===== config.mk =====
export PLATFORM = sky130hd
export DESIGN_NAME = linked_buffer_queue_manager
export DESIGN_NICKNAME = d
export VERILOG_FILES = /design/src/lbq_pkg.sv /design/src/lbq_ram.sv /design/src/lbq_ctrl.sv /design/src/linked_buffer_queue_manager.sv
export SDC_FILE = /design/constraint.sdc
export NUM_CORES = 1
export LEC_CHECK = 0
export ABC_CLOCK_PERIOD_IN_PS = 3800
export BUFFER_PORTS_ARGS = -buffer_cell sky130_fd_sc_hd__buf_2
export CAP_MARGIN = 20
export CORE_MARGIN = 4
export CORE_UTILIZATION = 30
export CTS_CLUSTER_SIZE = 25
export DETAILED_ROUTE_END_ITERATION = 16
export HOLD_SLACK_MARGIN = 0.15
export PLACE_DENSITY = 0.42
export SYNTH_ARGS = -nofsm -noshare
export SYNTH_HDL_FRONTEND = slang
export SYNTH_SLANG_ARGS = --single-unit

===== constraint.sdc =====
create_clock -name i_clk -period 3.8 [get_ports i_clk]
set_input_delay 0.19 -clock i_clk [delete_from_list [all_inputs] [get_ports i_clk]]
set_output_delay 0.19 -clock i_clk [all_outputs]
set_load 0.02 [all_outputs]

===== src/lbq_pkg.sv =====
// Package for the linked-buffer queue manager: sizes, codes, item types and helpers.
package lbq_pkg;

    localparam int BUFFER_COUNT = 32;
    localparam int QUEUE_COUNT  = 32;

    localparam int LINK_W = $clog2(BUFFER_COUNT + 1);
    localparam int BUF_AW = $clog2(BUFFER_COUNT);
    localparam int QUE_AW = (QUEUE_COUNT > 1) ? $clog2(QUEUE_COUNT) : 1;
    localparam int HQ_W   = 2 * LINK_W;

    localparam logic [LINK_W-1:0] NIL_LINK  = LINK_W'(BUFFER_COUNT);
    localparam logic [LINK_W-1:0] TOP_LINK  = LINK_W'(BUFFER_COUNT - 1);

    localparam logic [1:0] FUNC_ALLOC   = 2'd0;
    localparam logic [1:0] FUNC_TAKE    = 2'd1;
    localparam logic [1:0] FUNC_APPEND  = 2'd2;
    localparam logic [1:0] FUNC_RELEASE = 2'd3;

    typedef struct packed {
        logic [1:0] func;
        logic [4:0] queue_id;
        logic [4:0] buffer_id;
    } t_in_item;

    typedef struct packed {
        logic [4:0] buffer_out;
        logic       got_buffer;
    } t_out_item;

    typedef struct packed {
        logic      valid;
        t_out_item item;
    } t_done;

    typedef struct packed {
        logic              we;
        logic [BUF_AW-1:0] waddr;
        logic [LINK_W-1:0] wdata;
        logic              re;
        logic [BUF_AW-1:0] raddr;
    } t_lk_req;

    typedef struct packed {
        logic              we;
        logic [QUE_AW-1:0] waddr;
        logic [HQ_W-1:0]   wdata;
        logic              re;
        logic [QUE_AW-1:0] raddr;
    } t_hq_req;

    function automatic logic is_buf(input logic [LINK_W-1:0] l);
        return 32'(l) < BUFFER_COUNT;
    endfunction

    function automatic logic buf_fits(input logic [4:0] b);
        return 32'(b) < BUFFER_COUNT;
    endfunction

    function automatic logic queue_fits(input logic [4:0] q);
        return 32'(q) < QUEUE_COUNT;
    endfunction

    function automatic logic [QUE_AW-1:0] to_qaddr(input logic [4:0] q);
        logic [6:0] qx;
        qx = 7'(q);
        return qx[QUE_AW-1:0];
    endfunction

    function automatic logic [BUF_AW-1:0] to_baddr(input logic [4:0] b);
        logic [6:0] bx;
        bx = 7'(b);
        return bx[BUF_AW-1:0];
    endfunction

    function automatic logic [LINK_W-1:0] buf_to_link(input logic [4:0] b);
        logic [7:0] bx;
        bx = 8'(b);
        return bx[LINK_W-1:0];
    endfunction

    function automatic logic [BUF_AW-1:0] link_to_addr(input logic [LINK_W-1:0] l);
        return l[BUF_AW-1:0];
    endfunction

    function automatic logic [4:0] link_low5(input logic [LINK_W-1:0] l);
        logic [7:0] lx;
        lx = 8'(l);
        return lx[4:0];
    endfunction

    // Power-up chain: each buffer links to the one below, buffer 0 ends the list.
    function automatic logic [LINK_W-1:0] link_reset(input logic [BUF_AW-1:0] a);
        return (a == '0) ? NIL_LINK : LINK_W'(a - BUF_AW'(1));
    endfunction

endpackage


===== src/lbq_ram.sv =====
// Generic single-write, single-read RAM with registered read data.
module lbq_ram #(
    parameter int WIDTH = 8,
    parameter int DEPTH = 32,
    localparam int AW   = (DEPTH > 1) ? $clog2(DEPTH) : 1
) (
    input  logic             i_clk,
    input  logic             i_we,
    input  logic [AW-1:0]    i_waddr,
    input  logic [WIDTH-1:0] i_wdata,
    input  logic             i_re,
    input  logic [AW-1:0]    i_raddr,
    output logic [WIDTH-1:0] o_rdata
);

    logic [WIDTH-1:0] r_mem [DEPTH];
    logic [WIDTH-1:0] r_rdata;

    always_ff @(posedge i_clk) begin
        if (i_we) begin
            r_mem[i_waddr] <= i_wdata;
        end
        if (i_re) begin
            r_rdata <= r_mem[i_raddr];
        end
    end

    assign o_rdata = r_rdata;

endmodule


===== src/lbq_ctrl.sv =====
// Operation sequencer: free-list head, entry valid bits and read-modify-write of both RAMs.
module lbq_ctrl import lbq_pkg::*; (
    input  logic              i_clk,
    input  logic              i_rst_n,
    input  logic              i_in_valid,
    input  t_in_item          i_in_data,
    output logic              o_in_stall,
    input  logic              i_res_pend,
    output t_lk_req           o_lk_req,
    input  logic [LINK_W-1:0] i_lk_rdata,
    output t_hq_req           o_hq_req,
    input  logic [HQ_W-1:0]   i_hq_rdata,
    output t_done             o_done
);

    localparam logic [2:0] S_IDLE  = 3'd0;
    localparam logic [2:0] S_ALLOC = 3'd1;
    localparam logic [2:0] S_TAKE1 = 3'd2;
    localparam logic [2:0] S_TAKE2 = 3'd3;
    localparam logic [2:0] S_APP1  = 3'd4;
    localparam logic [2:0] S_APP2  = 3'd5;

    logic [2:0]              r_state, n_state;
    logic [LINK_W-1:0]       r_free_head, n_free_head;
    t_in_item                r_op;
    logic [LINK_W-1:0]       r_head, n_head;
    logic [LINK_W-1:0]       r_tail, n_tail;
    logic [BUFFER_COUNT-1:0] r_lk_vld;
    logic [QUEUE_COUNT-1:0]  r_hq_vld;
    logic                    r_lk_rvld;
    logic [BUF_AW-1:0]       r_lk_raddr;
    logic                    r_hq_rvld;

    logic              accept;
    logic [LINK_W-1:0] lk_val;
    logic [LINK_W-1:0] hq_head;
    logic [LINK_W-1:0] hq_tail;
    logic [LINK_W-1:0] op_buf;
    logic [QUE_AW-1:0] op_q;

    assign o_in_stall = (r_state != S_IDLE) || i_res_pend;
    assign accept     = i_in_valid && !o_in_stall;

    // Entries never written read as their power-up value.
    assign lk_val  = r_lk_rvld ? i_lk_rdata : link_reset(r_lk_raddr);
    assign hq_head = r_hq_rvld ? i_hq_rdata[HQ_W-1:LINK_W] : NIL_LINK;
    assign hq_tail = r_hq_rvld ? i_hq_rdata[LINK_W-1:0] : NIL_LINK;
    assign op_buf  = buf_to_link(r_op.buffer_id);
    assign op_q    = to_qaddr(r_op.queue_id);

    always_comb begin
        n_state     = r_state;
        n_free_head = r_free_head;
        n_head      = r_head;
        n_tail      = r_tail;
        o_lk_req    = '0;
        o_hq_req    = '0;
        o_done      = '0;
        case (r_state)
            S_IDLE: begin
                if (accept) begin
                    case (i_in_data.func)
                        FUNC_ALLOC: begin
                            if (is_buf(r_free_head)) begin
                                o_lk_req.re    = 1'b1;
                                o_lk_req.raddr = link_to_addr(r_free_head);
                                n_state        = S_ALLOC;
                            end else begin
                                o_done.valid = 1'b1;
                            end
                        end
                        FUNC_TAKE: begin
                            if (queue_fits(i_in_data.queue_id)) begin
                                o_hq_req.re    = 1'b1;
                                o_hq_req.raddr = to_qaddr(i_in_data.queue_id);
                                n_state        = S_TAKE1;
                            end else begin
                                o_done.valid = 1'b1;
                            end
                        end
                        FUNC_APPEND: begin
                            if (queue_fits(i_in_data.queue_id) &&
                                buf_fits(i_in_data.buffer_id)) begin
                                o_hq_req.re    = 1'b1;
                                o_hq_req.raddr = to_qaddr(i_in_data.queue_id);
                                n_state        = S_APP1;
                            end else begin
                                o_done.valid = 1'b1;
                            end
                        end
                        default: begin
                            // release: push onto the front of the free list
                            o_done.valid = 1'b1;
                            if (buf_fits(i_in_data.buffer_id)) begin
                                o_lk_req.we            = 1'b1;
                                o_lk_req.waddr         = to_baddr(i_in_data.buffer_id);
                                o_lk_req.wdata         = r_free_head;
                                n_free_head            = buf_to_link(i_in_data.buffer_id);
                                o_done.item.got_buffer = 1'b1;
                            end
                        end
                    endcase
                end
            end
            S_ALLOC: begin
                n_free_head            = lk_val;
                o_done.valid           = 1'b1;
                o_done.item.buffer_out = link_low5(r_free_head);
                o_done.item.got_buffer = 1'b1;
                n_state                = S_IDLE;
            end
            S_TAKE1: begin
                if (is_buf(hq_head)) begin
                    o_lk_req.re    = 1'b1;
                    o_lk_req.raddr = link_to_addr(hq_head);
                    n_head         = hq_head;
                    n_tail         = hq_tail;
                    n_state        = S_TAKE2;
                end else begin
                    o_hq_req.we    = 1'b1;
                    o_hq_req.waddr = op_q;
                    o_hq_req.wdata = {NIL_LINK, NIL_LINK};
                    o_done.valid   = 1'b1;
                    n_state        = S_IDLE;
                end
            end
            S_TAKE2: begin
                o_hq_req.we            = 1'b1;
                o_hq_req.waddr         = op_q;
                o_hq_req.wdata         = {lk_val, is_buf(lk_val) ? r_tail : NIL_LINK};
                o_done.valid           = 1'b1;
                o_done.item.buffer_out = link_low5(r_head);
                o_done.item.got_buffer = 1'b1;
                n_state                = S_IDLE;
            end
            S_APP1: begin
                o_lk_req.we    = 1'b1;
                o_lk_req.waddr = to_baddr(r_op.buffer_id);
                o_lk_req.wdata = NIL_LINK;
                o_hq_req.we    = 1'b1;
                o_hq_req.waddr = op_q;
                if (!is_buf(hq_head) || !is_buf(hq_tail)) begin
                    o_hq_req.wdata         = {op_buf, op_buf};
                    o_done.valid           = 1'b1;
                    o_done.item.got_buffer = 1'b1;
                    n_state                = S_IDLE;
                end else begin
                    o_hq_req.wdata = {hq_head, op_buf};
                    n_tail         = hq_tail;
                    n_state        = S_APP2;
                end
            end
            S_APP2: begin
                o_lk_req.we            = 1'b1;
                o_lk_req.waddr         = link_to_addr(r_tail);
                o_lk_req.wdata         = op_buf;
                o_done.valid           = 1'b1;
                o_done.item.got_buffer = 1'b1;
                n_state                = S_IDLE;
            end
            default: begin
                n_state = S_IDLE;
            end
        endcase
    end

    always_ff @(posedge i_clk) begin
        if (!i_rst_n) begin
            r_state     <= S_IDLE;
            r_free_head <= TOP_LINK;
            r_lk_vld    <= '0;
            r_hq_vld    <= '0;
        end else begin
            r_state     <= n_state;
            r_free_head <= n_free_head;
            if (o_lk_req.we) begin
                r_lk_vld[o_lk_req.waddr] <= 1'b1;
            end
            if (o_hq_req.we) begin
                r_hq_vld[o_hq_req.waddr] <= 1'b1;
            end
        end
    end

    always_ff @(posedge i_clk) begin
        if (accept) begin
            r_op <= i_in_data;
        end
        r_head     <= n_head;
        r_tail     <= n_tail;
        r_lk_rvld  <= r_lk_vld[o_lk_req.raddr];
        r_lk_raddr <= o_lk_req.raddr;
        r_hq_rvld  <= r_hq_vld[o_hq_req.raddr];
    end

endmodule


===== src/linked_buffer_queue_manager.sv =====
// Top level of the linked-buffer queue manager: RAMs, sequencer and result register.
//
// Manages a pool of BUFFER_COUNT buffers kept as linked lists: one free list
// and QUEUE_COUNT FIFO queues. Each input item carries func (allocate, take,
// append, release), queue_id and buffer_id; each item yields exactly one
// result item with buffer_out and got_buffer, in order.
//
// Channels: valid/stall on both sides. An item moves at a clock edge with
// valid high and stall low. o_in_stall is high while an item is being
// worked on, and while a finished result cannot reach the output register.
//
// Steps from acceptance to the result register, with the output free:
// release finishes in idle; allocate reads the link RAM and finishes in
// S_ALLOC (in idle on an empty free list); append finishes in S_APP1, or
// in S_APP2 when the queue already holds buffers; take reads the head/tail
// RAM, then the link RAM, and finishes in S_TAKE2 (in S_TAKE1 on an empty
// queue). The next item is taken only once the sequencer is back in idle.
//
// Reset (synchronous, active low) puts the whole pool on the free list,
// highest buffer first, and empties every queue at once: per-entry valid
// bits stand in for the power-up RAM contents, so no clearing pass runs.
// A stalled receiver holds the result in the output register; one more
// result waits in a holding register, and input stalls behind it.
module linked_buffer_queue_manager import lbq_pkg::*; (
    input  logic      i_clk,
    input  logic      i_rst_n,
    input  logic      i_in_valid,
    input  t_in_item  i_in_data,
    output logic      o_in_stall,
    output logic      o_out_valid,
    input  logic      i_out_stall,
    output t_out_item o_out_data
);

    t_lk_req           lk_req;
    t_hq_req           hq_req;
    logic [LINK_W-1:0] lk_rdata;
    logic [HQ_W-1:0]   hq_rdata;
    t_done             done;

    logic      r_out_valid, n_out_valid;
    t_out_item r_out_data, n_out_data;
    logic      r_pend, n_pend;
    t_out_item r_res, n_res;
    logic      slot_free;

    // Next-link per buffer.
    lbq_ram #(
        .WIDTH (LINK_W),
        .DEPTH (BUFFER_COUNT)
    ) u_link_ram (
        .i_clk   (i_clk),
        .i_we    (lk_req.we),
        .i_waddr (lk_req.waddr),
        .i_wdata (lk_req.wdata),
        .i_re    (lk_req.re),
        .i_raddr (lk_req.raddr),
        .o_rdata (lk_rdata)
    );

    // Head and tail pointer pair per queue.
    lbq_ram #(
        .WIDTH (HQ_W),
        .DEPTH (QUEUE_COUNT)
    ) u_queue_ram (
        .i_clk   (i_clk),
        .i_we    (hq_req.we),
        .i_waddr (hq_req.waddr),
        .i_wdata (hq_req.wdata),
        .i_re    (hq_req.re),
        .i_raddr (hq_req.raddr),
        .o_rdata (hq_rdata)
    );

    lbq_ctrl u_ctrl (
        .i_clk      (i_clk),
        .i_rst_n    (i_rst_n),
        .i_in_valid (i_in_valid),
        .i_in_data  (i_in_data),
        .o_in_stall (o_in_stall),
        .i_res_pend (r_pend),
        .o_lk_req   (lk_req),
        .i_lk_rdata (lk_rdata),
        .o_hq_req   (hq_req),
        .i_hq_rdata (hq_rdata),
        .o_done     (done)
    );

    // The output register can take a new item when empty or being drained.
    assign slot_free = !r_out_valid || !i_out_stall;

    always_comb begin
        n_out_valid = r_out_valid && i_out_stall;
        n_out_data  = r_out_data;
        n_pend      = r_pend;
        n_res       = r_res;
        // drain the holding register first
        if (r_pend && slot_free) begin
            n_out_valid = 1'b1;
            n_out_data  = r_res;
            n_pend      = 1'b0;
        end
        // a finished item goes straight out when possible, else park it
        if (done.valid) begin
            if (slot_free && !r_pend) begin
                n_out_valid = 1'b1;
                n_out_data  = done.item;
            end else begin
                n_pend = 1'b1;
                n_res  = done.item;
            end
        end
    end

    always_ff @(posedge i_clk) begin
        if (!i_rst_n) begin
            r_out_valid <= 1'b0;
            r_pend      <= 1'b0;
        end else begin
            r_out_valid <= n_out_valid;
            r_pend      <= n_pend;
        end
    end

    always_ff @(posedge i_clk) begin
        r_out_data <= n_out_data;
        r_res      <= n_res;
    end

    assign o_out_valid = r_out_valid;
    assign o_out_data  = r_out_data;

endmodule


==> results.yml <==
run_status:
  outcome: "finished, final reports clean"
detailed_routing:
  wirelength_um: 91800
  first_pass_iters: 6
  routed_wire_length_per_instance_um: 25.9
  vias: 18800
  drc: 0
  drt_iter0_drc: 1613
  antenna_left: 0
  post_drt_via_cell_ratio: 5.29
critical_path:
  r2r-start: "u_ctrl.r_state[0]"
  timing.rr.end: "u_link_ram.o_rdata[3]"
  start_kind: "flip-flop"
  critPathCaptureType: "flip-flop"
  r2r_setup_slack_ns: 0.44
  reg2regPathDepth: 7
  path_class: "flip-flop to flip-flop"
  crit_start: "u_ctrl.r_state[0]"
  critPathArrivalTime_ns: 3.72
  worstPathRequired_ns: 4.16
  cp_max_fo: 38
synthesis:
  ys_types: 70
  ys_warn_count: 0
  seq_area_frac_synth_pct: 69.6
  synth_nets: 2146
  syn_avg_cell_area_sq_um: 13.8
  synth_cells: 2124
  synthFlopType: "edfxtp_1"
  synth_edf_count: 621
  async_flop_share_pct: 0
  synth_seq_cells: 709
  synth.cell_area_sq_um: 29300
cts:
  clk_latency_ns: 0.64
  clkTransAtPathRegs_ns: 0.06
  numCtsBuffers: 80
  cts_sinks: 709
  clockBufferDepth: 3
  root_buffer: "clkbuf_16"
  cts_tree: "yes"
  htreeDepth: 3
cells_and_area:
  finalNetCount: 2223
  seq_area_sq_um: 20400
  stdcell_count: 3544
  nFillCells: 9320
  final_common_cell: "edfxtp_1"
  multi_input_area_sq_um: 8200
  syn_to_final_growth_pct: 17.1
  final_cell_mix: "edfxtp_1 (621), nand3_1 (215), nor2_1 (164)"
  layout-drive-gt1-share_pct: 16.2
grt:
  antenna_found_initial: 1
  grt.overflow.total: 0
  grt_first_pass_wirelength_um: 135000
  grt_max_degree: 114
  grt_pass1_vias: 19000
  grt_usage_pct: 17.8
timing:
  fin_crit_ns: 3.36
  finalSetupTns_ns: 0
  setup-violations-final: 0
  tightest_slew_ns: 1.15
  setup_ws_ns: 0.441
  fmaxAchievable_mhz: 298
  grt_setup_unrepaired: "no"
  holdWs_ns: 0.190
  min_period_over_period_pct: 88.4
  slew_headroom_pct: 21.6
  hold_viol: 0
  slew_viol_final: 0
  fin_skew_ns: 0.0262
floorplan:
  rows: 114
  die_y_um: 321
  die-area_sq_um: 103000
  core_sq_um: 96900
  ioPinCount: 24
  start_util_pct: 30.3
  die_x_um: 321
placed_design:
  dp_hpwl_um: 58200
  place_inst: 3386
  pre_cts_slack_ns: 0.318
  gp_congestion: 0.810
  portBuffers: 23
job:
  cap_violations: 0
worst_hold_path:
  min_to: "u_ctrl.r_state[1]"
  whs_path_depth: 4
  hp-start: "i_in_data[10]"
  hp-class: "input pin to flip-flop"
power_and_ir_drop:
  p_leak_nw: 11.7
  powerDensity_nw_per_um2: 518
  ir_worst_vdd_mv: 0.338
cell type report:
class / instances / area share (%)
diodes: 1 / 0.00728
clock buffers: 120 / 6.94
clock inverters: 28 / 1.06
inverters: 48 / 0.525
multi-input cells: 1207 / 23.9
flip-flops and latches: 709 / 59.4
well taps: 1276 / 4.65
repair buffers: 155 / 3.54
flip-flops by register name (all words and copies together) (netlist names):
register / cells
u_ctrl.r_hq_vld: 32
o_out_valid: 1
u_ctrl.r_lk_rvld: 1
o_out_data: 6
u_ctrl.op_buf: 5
u_ctrl.r_hq_rvld: 1
u_link_ram.r_mem: 192
r_pend: 1
u_ctrl.r_lk_vld: 32
u_link_ram.o_rdata: 6
u_ctrl.r_tail: 6
u_ctrl.r_head: 5
u_ctrl.r_free_head: 6
u_ctrl.r_state: 3
u_queue_ram.r_mem: 384
r_res: 6
u_ctrl.r_lk_raddr: 5
u_queue_ram.o_rdata: 12
u_ctrl.op_q: 5
layer usage:
layer / wire [um] / share of wire [%] / track usage (%)
met3: 4050 / 4.4 / 2.64
met4: 2480 / 2.7 / 5.45
met5: 13 / 0.014 / 0
met1: 40400 / 44 / 23.6
met2: 44900 / 49 / 30.1
worst max-delay path by stage:
stage / end / slack, ns / depth (start not counted)
2_1_floorplan: u_queue_ram.r_mem[6][0] / 0.77 / 7
3_3_place_gp: u_queue_ram.o_rdata[7] / 0.40 / 12
3_5_place_dp: u_queue_ram.o_rdata[7] / 0.32 / 12
4_1_cts: u_queue_ram.o_rdata[7] / 0.42 / 13
5_1_grt: u_link_ram.o_rdata[3] / 0.26 / 7
6_report: u_link_ram.o_rdata[3] / 0.44 / 7
synth_stat cells (all sizes together), types with 30 or more instances:
cell,instances,area (sq um)
inv,47,176
mux2,38,428
nand3,217,1090
nand2,66,248
buf,43,213
a21oi,40,200
o221ai,33,289
mux2i,68,681
dfxtp,88,1760
o21ai,129,646
o21a,69,518
clkbuf,117,439
mux4,30,676
edfxtp,621,18600
nor2,164,616
a31oi,41,257
cells by family after synthesis:
| kind of cell | after synthesis | share of synthesized area [%] |
|---|---|---|
| compound gates | 511 | 12.1 |
| buf+inv | 208 | 2.84 |
| flops | 709 | 69.6 |
| xor+xnor | 1 | 0.0299 |
| fa+ha+maj | 7 | 0.290 |
| mux | 136 | 6.08 |
| simple gates | 552 | 9.02 |
stage by stage:
step	instance area, sq um	power (W)	util (%)
floorplan	29300	0.00941	-
global placement	31500	0.00995	32.5
detailed placement	31500	0.00996	32.5
CTS	34300	0.0180	35.5
global route	34300	0.0184	35.5
finish	34400	0.0178	35.5
worst max-delay path, cell delays in order (launching register included):
cell and delay, ns:
dfxtp_1 0.46, nor3_2 0.25, buf_4 0.46, nand2_1 0.24
o32ai_4 0.89, a31oi_1 0.29, a22oi_1 0.34, o2111ai_1 0.15
where the power goes:
group / total, W / switching [W] / internal (W)
logic: 0.00120 / 0.000831 / 0.000369
clock network: 0.00802 / 0.00313 / 0.00488
registers: 0.00859 / 0.0000844 / 0.00851
total: 0.0178 / 0.00405 / 0.0138
timing repair:
action	in CTS	in global routing
hold endpoints to repair	19	0
resized for setup	0	0
buffers inserted	0	0
hold buffers	9	0
Power figures use the tool's default switching activity.
